--- src/sv/hcbd_pkg.sv ---
`default_nettype none
// ----------------------------------------------------------------------------
// hcbd_pkg
// Shared types and constants of the chunked body decoder: decoder state,
// result record and the hex digit decode.
// ----------------------------------------------------------------------------
package hcbd_pkg;

  // size register and running length register widths
  localparam int SIZE_BITS   = 32;
  localparam int LENGTH_BITS = 32;
  localparam int BYTE_W      = 8;
  localparam int OUT_LEN_W   = 32;
  localparam int TRAIL_W     = 2;

  localparam logic [BYTE_W-1:0]  CHAR_CR     = 8'h0d;
  localparam logic [BYTE_W-1:0]  CHAR_LF     = 8'h0a;
  localparam logic [TRAIL_W-1:0] TRAIL_BYTES = 2'd2;

  typedef enum logic [3:0] {
    PH_LINE  = 4'b0001,
    PH_DATA  = 4'b0010,
    PH_TRAIL = 4'b0100,
    PH_DONE  = 4'b1000
  } phase_t;

  typedef struct packed {
    phase_t                 phase;
    logic                   hex_ended;
    logic                   cr_seen;
    logic [SIZE_BITS-1:0]   chunk_remaining;
    logic [TRAIL_W-1:0]     trailer_left;
    logic [LENGTH_BITS-1:0] total_length;
  } dec_state_t;

  typedef struct packed {
    logic                 valid;
    logic [BYTE_W-1:0]    payload;
    logic                 is_payload;
    logic                 body_done;
    logic [OUT_LEN_W-1:0] body_length;
  } dec_result_t;

  localparam dec_state_t STATE_RESET = '{
    phase:           PH_LINE,
    hex_ended:       1'b0,
    cr_seen:         1'b0,
    chunk_remaining: '0,
    trailer_left:    '0,
    total_length:    '0
  };

  typedef struct packed {
    logic       is_hex;
    logic [3:0] value;
  } hex_digit_t;

  // ascii hex digit, either case
  function automatic hex_digit_t hex_decode(input logic [BYTE_W-1:0] c);
    hex_digit_t r;
    r.is_hex = 1'b1;
    r.value  = 4'd0;
    if (c >= 8'h30 && c <= 8'h39) begin
      r.value = 4'(c - 8'h30);
    end else if (c >= 8'h61 && c <= 8'h66) begin
      r.value = 4'(c - 8'h57);
    end else if (c >= 8'h41 && c <= 8'h46) begin
      r.value = 4'(c - 8'h37);
    end else begin
      r.is_hex = 1'b0;
    end
    return r;
  endfunction

  // low bits of the running length, zero extended when it is narrower
  function automatic logic [OUT_LEN_W-1:0] to_out_len(input logic [LENGTH_BITS-1:0] v);
    logic [LENGTH_BITS+OUT_LEN_W-1:0] ext;
    ext = {{OUT_LEN_W{1'b0}}, v};
    return ext[OUT_LEN_W-1:0];
  endfunction

endpackage
`default_nettype wire

--- src/sv/hcbd_step.sv ---
`default_nettype none
// ----------------------------------------------------------------------------
// hcbd_step
// Next state and result of the decoder for one body byte.
// ----------------------------------------------------------------------------
module hcbd_step (
  input  wire hcbd_pkg::dec_state_t          cur,
  input  wire logic [hcbd_pkg::BYTE_W-1:0]   data_byte,
  input  wire logic                          start_of_body,
  output hcbd_pkg::dec_state_t               nxt,
  output hcbd_pkg::dec_result_t              res
);

  hcbd_pkg::dec_state_t s;
  hcbd_pkg::hex_digit_t hd;
  logic [hcbd_pkg::SIZE_BITS-1:0] rem_dec;
  logic [hcbd_pkg::TRAIL_W-1:0]   trail_dec;

  always_comb begin
    s         = start_of_body ? hcbd_pkg::STATE_RESET : cur;
    hd        = hcbd_pkg::hex_decode(data_byte);
    rem_dec   = s.chunk_remaining - 1'b1;
    trail_dec = s.trailer_left - 1'b1;
    nxt       = s;
    res       = '0;

    unique case (s.phase)
      hcbd_pkg::PH_LINE: begin
        if (s.cr_seen && data_byte == hcbd_pkg::CHAR_LF) begin
          nxt.cr_seen   = 1'b0;
          nxt.hex_ended = 1'b0;
          if (s.chunk_remaining == '0) begin
            nxt.phase       = hcbd_pkg::PH_DONE;
            res.valid       = 1'b1;
            res.body_done   = 1'b1;
            res.body_length = hcbd_pkg::to_out_len(s.total_length);
          end else begin
            nxt.phase = hcbd_pkg::PH_DATA;
          end
        end else begin
          nxt.cr_seen = (data_byte == hcbd_pkg::CHAR_CR);
          if (!s.hex_ended) begin
            if (hd.is_hex) begin
              nxt.chunk_remaining = {s.chunk_remaining[hcbd_pkg::SIZE_BITS-5:0], hd.value};
            end else begin
              nxt.hex_ended = 1'b1;
            end
          end
        end
      end
      hcbd_pkg::PH_DATA: begin
        nxt.chunk_remaining = rem_dec;
        nxt.total_length    = s.total_length + 1'b1;
        if (rem_dec == '0) begin
          nxt.phase        = hcbd_pkg::PH_TRAIL;
          nxt.trailer_left = hcbd_pkg::TRAIL_BYTES;
        end
        res.valid      = 1'b1;
        res.payload    = data_byte;
        res.is_payload = 1'b1;
      end
      hcbd_pkg::PH_TRAIL: begin
        nxt.trailer_left = trail_dec;
        if (trail_dec == '0) begin
          nxt.phase           = hcbd_pkg::PH_LINE;
          nxt.hex_ended       = 1'b0;
          nxt.cr_seen         = 1'b0;
          nxt.chunk_remaining = '0;
        end
      end
      default: begin
        // body complete: bytes are swallowed until the next start of body
      end
    endcase
  end

endmodule
`default_nettype wire

--- src/sv/http_chunked_body_decoder_core.sv ---
`default_nettype none
// ----------------------------------------------------------------------------
// http_chunked_body_decoder_core
// Chunked transfer body decoder: strips size lines and chunk trailers from a
// byte stream, passes payload bytes out and reports the body length at the
// zero size chunk.
// ----------------------------------------------------------------------------
//
//   channel | handshake            | fields
//   --------+----------------------+------------------------------------------
//   in      | in_valid / in_ready  | data_byte, start_of_body
//   out     | out_valid / out_ready| payload, is_payload, body_done, body_length
//
// one byte a cycle while in_ready is high: the decoder state register is
// updated in the cycle a request is accepted, and its result (if any) lands
// in the output register at the same edge, so the next cycle already shows it
// in_ready stays high while the output register is empty or being drained,
// so a full stream runs at one byte per clock with out_ready held high
// a stall on the output side holds in_ready low only while a result waits
// rst (synchronous) returns the decoder to the start of a size line and
// empties the output register
// ----------------------------------------------------------------------------
module http_chunked_body_decoder_core (
  input  wire  logic                                clk,
  input  wire  logic                                rst,
  input  wire  logic                                in_valid,
  output logic                                      in_ready,
  input  wire  logic [hcbd_pkg::BYTE_W-1:0]         data_byte,
  input  wire  logic                                start_of_body,
  output logic                                      out_valid,
  input  wire  logic                                out_ready,
  output logic [hcbd_pkg::BYTE_W-1:0]               payload,
  output logic                                      is_payload,
  output logic                                      body_done,
  output logic [hcbd_pkg::OUT_LEN_W-1:0]            body_length
);

  // decoder state, one record of flops
  hcbd_pkg::dec_state_t  dec_state;
  hcbd_pkg::dec_state_t  dec_state_next;
  hcbd_pkg::dec_result_t step_res;

  // output register
  logic                               res_valid;
  logic [hcbd_pkg::BYTE_W-1:0]        res_payload;
  logic                               res_is_payload;
  logic                               res_body_done;
  logic [hcbd_pkg::OUT_LEN_W-1:0]     res_body_length;

  logic in_fire;
  logic out_fire;

  // room for a new result when empty or draining this cycle
  assign in_ready = !res_valid || out_ready;
  assign in_fire  = in_valid && in_ready;
  assign out_fire = res_valid && out_ready;

  hcbd_step u_step (
    .cur           (dec_state),
    .data_byte     (data_byte),
    .start_of_body (start_of_body),
    .nxt           (dec_state_next),
    .res           (step_res)
  );

  // state advances only on an accepted request
  always_ff @(posedge clk) begin
    if (rst) begin
      dec_state <= hcbd_pkg::STATE_RESET;
    end else if (in_fire) begin
      dec_state <= dec_state_next;
    end
  end

  // result valid flag
  always_ff @(posedge clk) begin
    if (rst) begin
      res_valid <= 1'b0;
    end else if (in_fire) begin
      res_valid <= step_res.valid;
    end else if (out_fire) begin
      res_valid <= 1'b0;
    end
  end

  // result payload, loaded only when a new result appears
  always_ff @(posedge clk) begin
    if (in_fire && step_res.valid) begin
      res_payload     <= step_res.payload;
      res_is_payload  <= step_res.is_payload;
      res_body_done   <= step_res.body_done;
      res_body_length <= step_res.body_length;
    end
  end

  assign out_valid   = res_valid;
  assign payload     = res_payload;
  assign is_payload  = res_is_payload;
  assign body_done   = res_body_done;
  assign body_length = res_body_length;

endmodule
`default_nettype wire

--- config.mk ---
export PLATFORM = sky130hd
export DESIGN_NAME = http_chunked_body_decoder_core
export DESIGN_NICKNAME = d
export VERILOG_FILES = /design/src/sv/hcbd_pkg.sv /design/src/sv/hcbd_step.sv /design/src/sv/http_chunked_body_decoder_core.sv
export SDC_FILE = /design/constraint.sdc
export NUM_CORES = 1
export LEC_CHECK = 0
export BUFFER_PORTS_ARGS = -buffer_cell sky130_fd_sc_hd__buf_4
export CORE_AREA = 3 3 185 187
export CTS_CLUSTER_SIZE = 12
export DETAILED_ROUTE_END_ITERATION = 10
export DIE_AREA = 0 0 188 190
export PLACE_DENSITY_LB_ADDON = 0.15
export SETUP_SLACK_MARGIN = 0.05
export SLEW_MARGIN = 20
export SYNTH_ARGS = -nofsm -noshare
export SYNTH_HDL_FRONTEND = slang
export SYNTH_HIERARCHICAL = 1
export SYNTH_SLANG_ARGS = --single-unit
--- constraint.sdc ---
create_clock -name clk -period 5.6 [get_ports clk]
set_input_delay 1.68 -clock clk [delete_from_list [all_inputs] [get_ports clk]]
set_output_delay 1.68 -clock clk [all_outputs]
set_load 0.005 [all_outputs]
# Yosys cells after proc, flatten, opt, wreduce, memory -nomap -nowiden
# Index checks and enable logic that the tools add are counted.
dict set report word_totals {
  in_bits 13
  register_bits 115
  out_inout_bits 44
}
dict set report op_classes {
  addsub 6
  magnitude_cmp 6
  n_reduce_logical 15
  n_eq_ne 5
  muxes 30
}
# cell n
set ops {}
lappend ops {{32-bit two-way mux} 4}
lappend ops {{32-bit one-hot mux with 3 select lines} 1}
lappend ops {{72-bit two-way mux} 1}
lappend ops {{32-bit zero test} 2}
lappend ops {{38-bit two-way mux} 1}
lappend ops {{33-bit two-way mux} 1}
lappend ops {{32-bit by 1-bit adder with 32-bit output, second input constant} 1}
lappend ops {{32-bit by 1-bit subtractor with 32-bit output, second input constant} 1}
lappend ops {{4-bit two-way mux} 6}
lappend ops {{8-bit by 4-bit == test with 1-bit output, second input constant} 2}
lappend ops {{8-bit by 7-bit >= comparator with 1-bit output, second input constant} 2}
lappend ops {{8-bit by 7-bit less-or-equal comparator with 1-bit output, second input constant} 2}
lappend ops {{4-bit one-hot mux with 3 select lines} 1}
lappend ops {{1-bit two-way mux} 10}
lappend ops {{8-bit by 6-bit >= comparator with 1-bit output, second input constant} 1}
lappend ops {{8-bit by 6-bit less-or-equal comparator with 1-bit output, second input constant} 1}
lappend ops {{2-bit one-hot mux with 2 select lines} 2}
lappend ops {{4-bit by 3-bit subtractor with 4-bit output, second input constant} 2}
lappend ops {{1-bit logical AND} 7}
lappend ops {{4-bit by 1-bit == test with 1-bit output, second input constant} 1}
lappend ops {{4-bit by 2-bit == test with 1-bit output, second input constant} 1}
lappend ops {{4-bit by 3-bit == test with 1-bit output, second input constant} 1}
lappend ops {{2-bit two-way mux} 2}
lappend ops {{4-bit by 1-bit subtractor with 4-bit output, second input constant} 1}
lappend ops {{8 further kinds} 8}

# Depth between registers and ports, before layout
# Gate-level depths: netlist of the first run.
dict set report depth {
  depth_word 9
  mapped_depth 17
  depth_no_buf 13
}

# Modules after synthesis
# Netlist of the first run, hierarchy kept.
# mod cells_each area_per_inst_um2 n_inst seq_area_each_um2
set modules_own_cells {}
lappend modules_own_cells {http_chunked_body_decoder_core 376 4763.3 1 2722.6}
lappend modules_own_cells {hcbd_step 554 3368.2 1 0.0}

# Worst setup path after synthesis of the first run
# OpenSTA, ideal clock, no wires.
dict set report synth_timing {
  kind {input port to flip-flop}
  from {input port start_of_body}
  to {register res_body_done, in the netlist body_done (enable)}
  arrival_ns 5.553
  setup_time_ns 0.446
  path_stages 15
  n_path_buf 3
  path_slack_ns -0.399
  t_required_ns 5.154
  path_cell_list {clkinv_1 > clkbuf_1 > clkbuf_1 > nand2_1 > ha_1 > inv_1 > a21oi_1 > o21ai_2 > a21oi_2 > o2111ai_1 > nand2b_1 > buf_4 > nand2_1 > nand2_1 > nor2b_1}
}
# item line
set synth_rtl {}
lappend synth_rtl {{start: declaration} http_chunked_body_decoder_core.sv:29} ;# input wire logic start_of_body,
lappend synth_rtl {{end signal: assignment} http_chunked_body_decoder_core.sv:91} ;# res_body_done <= step_res.body_done;
lappend synth_rtl {{end: declaration} http_chunked_body_decoder_core.sv:47} ;# logic res_body_done;

==> results.toml, run 1 <==
[status]
run_status = "finished clean"

[logic_synthesis]
yosys_warnings = 6
synthAdderAreaFrac = 0.0123
yosys.area.top_type = "dfxtp_1"
synth_fp_nets = 951
ys_seq_area_frac = 0.335
synth_cells = 930
synthSimpleGateAreaFrac = 0.330
synth_area_um2 = 8130
synthArstFlopShare = 0
synth_top_family_by_area = "simple AND/OR/NAND/NOR gates"
synth_area_per_cell_um2 = 8.74
synth_edf_count = 42
synth_xor_area_frac = 0.0399
synth_top_flop_cell = "dfxtp_1"
synth_top_area_frac = 0.180
synth_common_cells = "nand2b_1 (74), dfxtp_1 (73), nor2_1 (72)"
synthMuxAreaShare = 0.00523
synth_seq_cells = 115
synth_most_common_cell = "nand2b_1"
yosys.cell_types.count = 78
synth.top_cells.by_area = "dfxtp_1 (18%), edfxtp_1 (16%), nand4b_1 (7.6%)"
synth-compound-area-share = 0.204

[finish]
diodes = 0
nFillCells = 3494
fin_area_um2 = 9320
area_growth_pct = 14.6
nets = 959
drive_above_1_share = 0.210

[route]
drc_errors = 0
routed_wl_um = 25100
detail_route.first_pass.iterations = 5
ant_nets = 0
wl_per_cell_um = 18.0
vias_per_cell = 5.08
num_vias = 7081
drtIter0Drc = 516

[grt]
grt_pass1_vias = 6909
grt_use_total = 0.142
grt_pass1_wl_um = 40800
grt_max_degree = 146
grt_overflow_total = 0
antenna_found_initial = 0

[clock_tree]
root_buffer = "clkbuf_16"
htree_levels = 4
cts_hold_buf = 0
cts_tree = "built"
cts_buffer_depth = 2
cts_sinks = 115
cts_buffers = 17
post-cts-setup-buffer-count = 0
clk_pin_slew_worst_paths_ns = 0.06
postCtsResizedCells = 0
clkLatencyLatePin_ns = 0.42

[worst_setup_path]
cp.arrival_ns = 4.48
crit_buf_inv = 3
endpoint_kind = "flip-flop"
setup.worst_path.start_class = "input port"
r2r_slack_ns = 2.17
critical-path-top-delay-family = "compound AO/OA/AOI/OAI gates"
critPathRequiredTime_ns = 5.88
crit_path_max_incr_delay_ns = 0.62
worstReg2RegEnd = "dec_state[32]$_SDFFE_PP0P_"
r2r_cells = 9
crit_fanout = 8
crit_type = "in -> reg"
crit_chain = "buf_4, clkinv_1, nand2_1, ha_1, inv_1, a21oi_1, a211oi_1, a2111oi_0, and4b_1, nand4_1, a41o_1, nand4b_1, o21ai_2"
crit_slowest_cell = "a2111oi_0"
worstReg2RegStart = "dec_state[38]$_SDFFE_PP0P_"

[placement]
io_buffers = 56
gp_congestion = 0.881
detailed_place_hpwl_um = 16300
place_area_um2 = 8750

[sta]
rsz0062_at_grt = "false"
maxSlewHeadroom = 0.398
post-route-period-util = 0.749
drv_slew = 0
worst_slew_pin_slew_ns = 0.895
max_freq_mhz = 238
min_period_ns = 4.19
hold_viol = 0
finalSetupViolCount = 0
skew_ns = 0.0102
final.setup.tns_ns = 0

[floorplan]
die_h_um = 190
fp.dieW_um = 188
initial_utilization = 0.249
fp-row-count = 66
core_area_um2 = 32600
io_pins = 57
die_area_um2 = 35700

[pwr]
p_switching_mw = 0.544
p_clk_frac = 0.505
p_leak_nw = 3.34
max-vdd-ir-drop_mv = 0.190
p_sw_frac = 0.262
powerDensity_nw_per_um2 = 223
p_seq_frac = 0.416
p_int_mw = 1.53
pwr-share-comb = 0.079

[worst_hold_path]
min_to = "dec_state[1]$_SDFFE_PP0P_"
hold_class = "reg -> reg"
holdPathStages = 2
worstHoldStart = "dec_state[1]$_SDFFE_PP0P_"

[flow_run]
maxCapViolations = 0
==> sequential cells by signal (all words and copies together), names as in the netlist <==
name / count
is_payload: 1
out_valid: 1
payload: 8
dec_state: 72
body_done: 1
body_length: 32
==> stage by stage <==
stage          power (mW)  setup slack (ns)   util  hold slack [ns]  std cells
3_3_place_gp         1.05              1.06  0.268            0.461       1361
6_report             2.08              1.41  0.286            0.473       1393
5_1_grt              2.16              1.11  0.286            0.489       1393
4_1_cts              2.11              1.43  0.286            0.472       1393
3_5_place_dp         1.05             0.983  0.268            0.461       1361
2_1_floorplan        1.01             0.400      -            0.449        930
==> layout by cell type, fill, tap and decap left out, types with 9 or more instances in the layout <==
cell / n
a22oi_1: 22
nand2_1: 49
nand4b_1: 71
nand3_1: 20
nand2b_1: 74
clkbuf_16: 17
a21oi_1: 17
edfxtp_1: 42
nor4_1: 15
inv_1: 16
o22ai_1: 15
or3_1: 14
o21ai_2: 71
nand4_1: 10
dfxtp_1: 73
and2_1: 31
xnor2_1: 28
nor2_1: 72
nor2b_1: 12
xor2_1: 9
nor3_1: 17
and3_1: 16
o21ai_0: 40
buf_4: 74
==> kinds of logic after synthesis <==
family	Yosys count
multiplexers	4
AO/OA/AOI/OAI	225
AND/OR/NAND/NOR	435
flip-flops	115
adder cells (fa/ha/maj)	8
XOR/XNOR	37
buffers and inverters	106
==> cell type report <==
class,instances,area (µm²),share of cell area
tap,442,553,0.0594
sequential,115,2720,0.292
clock inverter,14,135,0.0145
timing repair buffer,76,587,0.0630
multi-input combinational,709,4820,0.517
clock buffer,18,429,0.0461
inverter,19,73.8,0.00792
==> power by group through the flow <==
stage          clock network, mW  logic (mW)  registers, mW
2_1_floorplan                  0       0.128          0.881
3_3_place_gp                   0       0.165          0.883
3_5_place_dp                   0       0.165          0.883
4_1_cts                     1.08       0.165          0.865
5_1_grt                     1.12       0.180          0.865
6_report                    1.05       0.164          0.865
==> worst max path at each step <==
| stage | start | endpoint | slack (ns) | cells past startpoint |
|---|---|---|---|---|
| 4_1_cts | start_of_body | dec_state[32]$_SDFFE_PP0P_ | 1.43 | 13 |
| 3_3_place_gp | data_byte[0] | dec_state[53]$_SDFFE_PP0P_ | 1.06 | 13 |
| 6_report | start_of_body | dec_state[32]$_SDFFE_PP0P_ | 1.41 | 13 |
| 5_1_grt | start_of_body | dec_state[32]$_SDFFE_PP0P_ | 1.11 | 13 |
| 2_1_floorplan | start_of_body | body_done$_DFFE_PP_ | 0.40 | 15 |
| 3_5_place_dp | start_of_body | dec_state[32]$_SDFFE_PP0P_ | 0.98 | 13 |
==> metal layers <==
layer / wire, µm / part of all wire / GRT usage
met1: 11900 / 0.48 / 0.195
met2: 11600 / 0.46 / 0.229
met3: 1250 / 0.050 / 0.0267
met4: 277 / 0.011 / 0.0349
met5: 0 / 0 / 0
==> worst register-to-register path: cells and delay by family, from the launching register on <==
family,cells,cell delay (ns)
flops,1,0.46
simple gates,6,1.97
compound gates,3,0.86
Power figures use the tool's default switching activity.
==> run 2, diff against run 1 <==
--- a/config.mk
+++ b/config.mk
@@ -5,11 +5,12 @@
 export SDC_FILE = /design/constraint.sdc
 export NUM_CORES = 1
 export LEC_CHECK = 0
+export ABC_AREA = 1
 export BUFFER_PORTS_ARGS = -buffer_cell sky130_fd_sc_hd__buf_4
-export CORE_AREA = 3 3 185 187
+export CORE_AREA = 3 3 190 192
 export CTS_CLUSTER_SIZE = 12
 export DETAILED_ROUTE_END_ITERATION = 10
-export DIE_AREA = 0 0 188 190
+export DIE_AREA = 0 0 193 195
 export PLACE_DENSITY_LB_ADDON = 0.15
 export SETUP_SLACK_MARGIN = 0.05
 export SLEW_MARGIN = 20
==> constraint.sdc (replaced) <==
create_clock -name clk -period 3.9 [get_ports clk]
set_input_delay 1.17 -clock clk [delete_from_list [all_inputs] [get_ports clk]]
set_output_delay 1.17 -clock clk [all_outputs]
set_load 0.005 [all_outputs]
==> run 2 against run 1 <==
Compared with the run above: synthesized cell count increased by 42%; final cell count increased by 32%; critical path depth increased by 8; clock-buffer cell count decreased by 1; clock skew increased by 0.0037 ns; hold slack improved by 0.010 ns; flip-flop and latch count unchanged; global-route usage increased by 1.0 points; critical endpoint unchanged; largest cell class unchanged.
==> results.toml, run 2 <==
[worst_setup_path]
crit_fanout = 28
endpoint_kind = "flip-flop"
crit_type = "in -> reg"
critPathRequiredTime_ns = 4.21
r2r_slack_ns = 1.25
setup.worst_path.start_class = "input port"
cp.arrival_ns = 3.63

[logic_synthesis]
synth_common_cells = "nand2_1 (298), nor2_1 (213), inv_1 (172)"
synth.top_cells.by_area = "dfxtp_1 (17%), edfxtp_1 (15%), nand2_1 (13%)"
synth_seq_cells = 115
synth_most_common_cell = "nand2_1"
synth_cells = 1317
synth_top_area_frac = 0.170
yosys.cell_types.count = 46
yosys_warnings = 6
synth_area_um2 = 8610
synthArstFlopShare = 0
yosys.area.top_type = "dfxtp_1"
ys_seq_area_frac = 0.316
synth_top_flop_cell = "dfxtp_1"
synth_edf_count = 42
synth_fp_nets = 1338
synth_area_per_cell_um2 = 6.54

[pwr]
p_leak_nw = 4.47
finalPower_mw = 3.71
max-vdd-ir-drop_mv = 0.254
powerDensity_nw_per_um2 = 366

[finish]
seq_area_um2 = 2720
top_register = "dec_state"
fin_util = 0.294
multi_input_area_um2 = 4740
diodes = 0
fin_area_um2 = 10100
final_cell_mix = "nand2_1 (297), nor2_1 (212), inv_1 (172)"
nFillCells = 3932
layout.cells.non_filler = 1837
area_growth_pct = 17.7
layout_commonest_cell = "nand2_1"
drive_above_1_share = 0.149
largest_reg_flops = 72
nets = 1390

[flow_run]
maxCapViolations = 0

[clock_tree]
cts_buffers = 17
clkLatencyLatePin_ns = 0.43
htree_levels = 4
postCtsResizedCells = 0
cts_hold_buf = 0
clk_pin_slew_worst_paths_ns = 0.06
cts_sinks = 115
cts_buffer_depth = 2
cts_tree = "built"
post-cts-setup-buffer-count = 0
root_buffer = "clkbuf_16"

[placement]
placed_cells = 1805
place_area_um2 = 9540
place_ws_ns = 0.140
detailed_place_hpwl_um = 19800
gp_congestion = 0.884
io_buffers = 56

[sta]
hold_viol = 0
fin_ws_ns = 0.582
drv_slew = 0
post-route-period-util = 0.851
finalSetupViolCount = 0
final.setup.tns_ns = 0
max_freq_mhz = 301
min_period_ns = 3.32
whs_ns = 0.483
worst_slew_pin_slew_ns = 0.701
maxSlewHeadroom = 0.532
skew_ns = 0.0139
rsz0062_at_grt = "false"

[floorplan]
io_pins = 57
fp.dieW_um = 193
core_area_um2 = 34500
die_area_um2 = 37600
fp-row-count = 68
initial_utilization = 0.249
die_h_um = 195

[grt]
grt_use_total = 0.151
antenna_found_initial = 0
grt_max_degree = 146
grt_overflow_total = 0
grt_pass1_vias = 8007
grt_pass1_wl_um = 45100

[route]
num_vias = 8520
routed_wl_um = 28300
wl_per_cell_um = 15.4
ant_nets = 0
drc_errors = 0
vias_per_cell = 4.64
detail_route.first_pass.iterations = 5
drtIter0Drc = 614

[status]
run_status = "finished clean"

[worst_hold_path]
hold_class = "reg -> reg"
-- run 2: cell count changes after synthesis, moves of 31 or more --
cell and change:
nor2_1 +141, o21ai_2 -70, inv_1 +156, and2_1 -31
clkbuf_1 -36, nand2b_1 -74, nand2_1 +249, nand3_1 +95
nand4b_1 -71, a21oi_1 +71
-- run 2: worst paths after layout --
| path | startpoint | to | cells after the start |
|---|---|---|---|
| worst max-delay path | start_of_body | dec_state[32]$_SDFFE_PP0P_ | 21 |
| worst min-delay path | dec_state[31]$_SDFFE_PP0P_ | dec_state[31]$_SDFFE_PP0P_ | 2 |
| worst max register to register | dec_state[39]$_SDFFE_PP0P_ | dec_state[32]$_SDFFE_PP0P_ | 18 |
| worst min register to register | dec_state[31]$_SDFFE_PP0P_ | dec_state[31]$_SDFFE_PP0P_ | 2 |
-- run 2: area by class of cell --
class / instances / share of cell area
clock buffers: 17 / 0.0420
clock inverters: 15 / 0.0175
inverters: 186 / 0.0691
multi-input cells: 952 / 0.467
flip-flops and latches: 115 / 0.269
well taps: 455 / 0.0562
repair buffers: 97 / 0.0792
-- run 2: critical path, stage by stage --
cell     delay (ns)
buf_4          0.10
inv_4          0.09
buf_12         0.19
o21ai_1        0.19
nand2_1        0.14
nor2_4         0.25
nand2_1        0.15
inv_2          0.08
nand2_1        0.05
nand2_1        0.06
nand2_1        0.11
nor2_1         0.13
nand2_1        0.06
nor2_1         0.18
nand3_1        0.19
nand2_1        0.12
a21oi_1        0.07
inv_1          0.05
nand3_1        0.06
nand2_1        0.10
nor2_1         0.04
-- run 2: report_power, final --
group,switching (mW),internal (mW),total (mW)
logic,0.498,0.250,0.747
clock network,0.629,1.01,1.64
registers,0.0439,1.28,1.33
total,1.17,2.54,3.71
-- run 2: cells by family after synthesis --
group / Yosys count / share of synthesized area
AOI/OAI and AO/OA: 188 / 0.127
adders and majority gates: 8 / 0.0116
and+or+nand+nor: 720 / 0.374
buffers and inverters: 250 / 0.135
DFF: 115 / 0.316
xor gates and xnor gates: 36 / 0.0366
-- run 2: layer usage --
layer  track usage  routed length (µm)
met5             0                   0
met4        0.0359                 357
met3        0.0232                1190
met2         0.234               12600
met1         0.221               14100
==> run 3, diff against run 2 <==
--- a/config.mk
+++ b/config.mk
@@ -12,7 +12,9 @@
 export DETAILED_ROUTE_END_ITERATION = 10
 export DIE_AREA = 0 0 193 195
 export PLACE_DENSITY_LB_ADDON = 0.15
+export RECOVER_POWER = 100
 export SETUP_SLACK_MARGIN = 0.05
+export SKIP_LAST_GASP = 1
 export SLEW_MARGIN = 20
 export SYNTH_ARGS = -nofsm -noshare
 export SYNTH_HDL_FRONTEND = slang
==> run 3 against run 2 <==
Compared with the run above: fmax is 5.1% lower; global-route usage stayed put; largest power group unchanged; non-clock buffer count stayed put; flip-flop and latch count stayed put; highest routed layer unchanged; sequential share of layout area is 0.33 points higher; sequential power hardly changed; utilization is 0.35 points lower; combinational power is 0.9% lower; critical path type unchanged; critical endpoint is now body_length[7]$_DFFE_PP_; clock power hardly changed; final area is 1.2% lower; first-iteration DRC count is 5.0% lower; routed wire length hardly changed.
==> results.toml, run 3 (same netlist as run 2, synthesis figures left out) <==
[status]
run_status = "finished clean"

[worst_hold_path]
min_to = "dec_state[31]$_SDFFE_PP0P_"
worstHoldStart = "dec_state[31]$_SDFFE_PP0P_"
hold_class = "reg -> reg"
holdPathStages = 2

[sta]
post-route-period-util = 0.896
rsz0062_at_grt = "false"
max_freq_mhz = 286
drv_slew = 0
skew_ns = 0.0132
maxSlewHeadroom = 0.508
worst_slew_pin_slew_ns = 0.738
finalSetupViolCount = 0
whs_ns = 0.483
final.setup.tns_ns = 0
hold_viol = 0
min_period_ns = 3.50

[floorplan]
io_pins = 57
die_h_um = 195
die_area_um2 = 37600
core_area_um2 = 34500
fp-row-count = 68
fp.dieW_um = 193
initial_utilization = 0.249

[placement]
gp_congestion = 0.884
io_buffers = 56
detailed_place_hpwl_um = 19800
place_area_um2 = 9540

[finish]
fin_area_um2 = 10000
layout_commonest_cell = "nand2_1"
multi_input_area_um2 = 4670
drive_above_1_share = 0.130
seq_area_um2 = 2720
area_growth_pct = 16.3
nFillCells = 3950
diodes = 0
largest_reg_flops = 72
top_register = "dec_state"
nets = 1390
final_cell_mix = "nand2_1 (300), nor2_1 (216), inv_1 (173)"

[grt]
grt_pass1_wl_um = 45100
grt_max_degree = 146
grt_use_total = 0.151
antenna_found_initial = 0
grt_pass1_vias = 8007
grt_overflow_total = 0

[route]
num_vias = 8518
ant_nets = 0
drtIter0Drc = 583
routed_wl_um = 28300
wl_per_cell_um = 15.4
drc_errors = 0
vias_per_cell = 4.64
detail_route.first_pass.iterations = 5

[clock_tree]
postCtsResizedCells = 0
clkLatencyLatePin_ns = 0.43
root_buffer = "clkbuf_16"
cts_buffer_depth = 2
htree_levels = 4
post-cts-setup-buffer-count = 0
cts_tree = "built"
clk_pin_slew_worst_paths_ns = 0.06
cts_buffers = 17
cts_hold_buf = 0
cts_sinks = 115

[worst_setup_path]
r2r_cells = 18
r2r_slack_ns = 1.22
crit_chain = "clkbuf_1, inv_4, buf_12, nand2_1, nand2_1, nor3_4, clkbuf_1, inv_2, nor2_2, inv_2, nand2_1, inv_1, nor2_4, buf_6"
critPathRequiredTime_ns = 3.97
cp.arrival_ns = 3.57
crit_slowest_cell = "clkbuf_1"
crit_path_max_incr_delay_ns = 0.46
worstReg2RegStart = "dec_state[39]$_SDFFE_PP0P_"
crit_type = "in -> reg"
endpoint_kind = "flip-flop"
setup.worst_path.start_class = "input port"
crit_fanout = 42
critPathMostFrequentCell = "nand2_1"
worstReg2RegEnd = "dec_state[32]$_SDFFE_PP0P_"

[pwr]
p_int_mw = 2.54
p_leak_nw = 4.42
p_seq_frac = 0.359
p_clk_frac = 0.442
max-vdd-ir-drop_mv = 0.255
powerDensity_nw_per_um2 = 370
p_switching_mw = 1.17
finalPower_mw = 3.70
p_sw_frac = 0.315
pwr-share-comb = 0.200

[flow_run]
maxCapViolations = 0
==> run 3: layer usage <==
layer  GRT usage  up-vias  share of wire
met5           0        -              0
met2       0.234      177           0.45
met1       0.221     3975           0.50
li1            -     4348              -
met4      0.0359        0          0.012
met3      0.0232       18          0.042
==> run 3: worst max-delay path, delay by kind of cell <==
family                 cells  cell delay, ns
buffers and inverters      8            1.61
AND/OR/NAND/NOR            6            0.73
==> run 3: metrics by stage <==
| stage | std cells | worst slack [ns] | util |
|---|---|---|---|
| after floorplan | 1317 | 0.294 | - |
| after detailed placement | 1805 | 0.140 | 0.276 |
| final | 1837 | 0.404 | 0.290 |
| after global placement | 1805 | 0.144 | 0.276 |
| after CTS | 1837 | 0.597 | 0.294 |
| after global routing | 1837 | 0.169 | 0.290 |
==> run 3: how the worst max path moves through the flow <==
stage | start | to | cells past startpoint
floorplan | start_of_body | body_done$_DFFE_PP_ | 13
global placement | start_of_body | dec_state[69]$_SDFFE_PP0P_ | 21
CTS | start_of_body | dec_state[32]$_SDFFE_PP0P_ | 21
finish | start_of_body | body_length[7]$_DFFE_PP_ | 14
global route | start_of_body | dec_state[70]$_SDFFE_PP0P_ | 22
detailed placement | start_of_body | dec_state[32]$_SDFFE_PP0P_ | 21
==> run 3: final cells by class <==
class / instances / share of cell area
Clock buffer: 17 / 0.0425
Tap cell: 455 / 0.0568
Sequential cell: 115 / 0.272
Timing Repair Buffer: 97 / 0.0745
Inverter: 186 / 0.0700
Clock inverter: 15 / 0.0177
Multi-Input combinational cell: 952 / 0.467
==> run 3: power by group through the flow <==
stage,Clock [mW],Sequential [mW],Combinational (mW)
4_1_cts,1.69,1.33,0.745
2_1_floorplan,0,1.34,0.525
6_report,1.63,1.33,0.740
3_5_place_dp,0,1.35,0.742
5_1_grt,1.74,1.33,0.836
3_3_place_gp,0,1.35,0.743
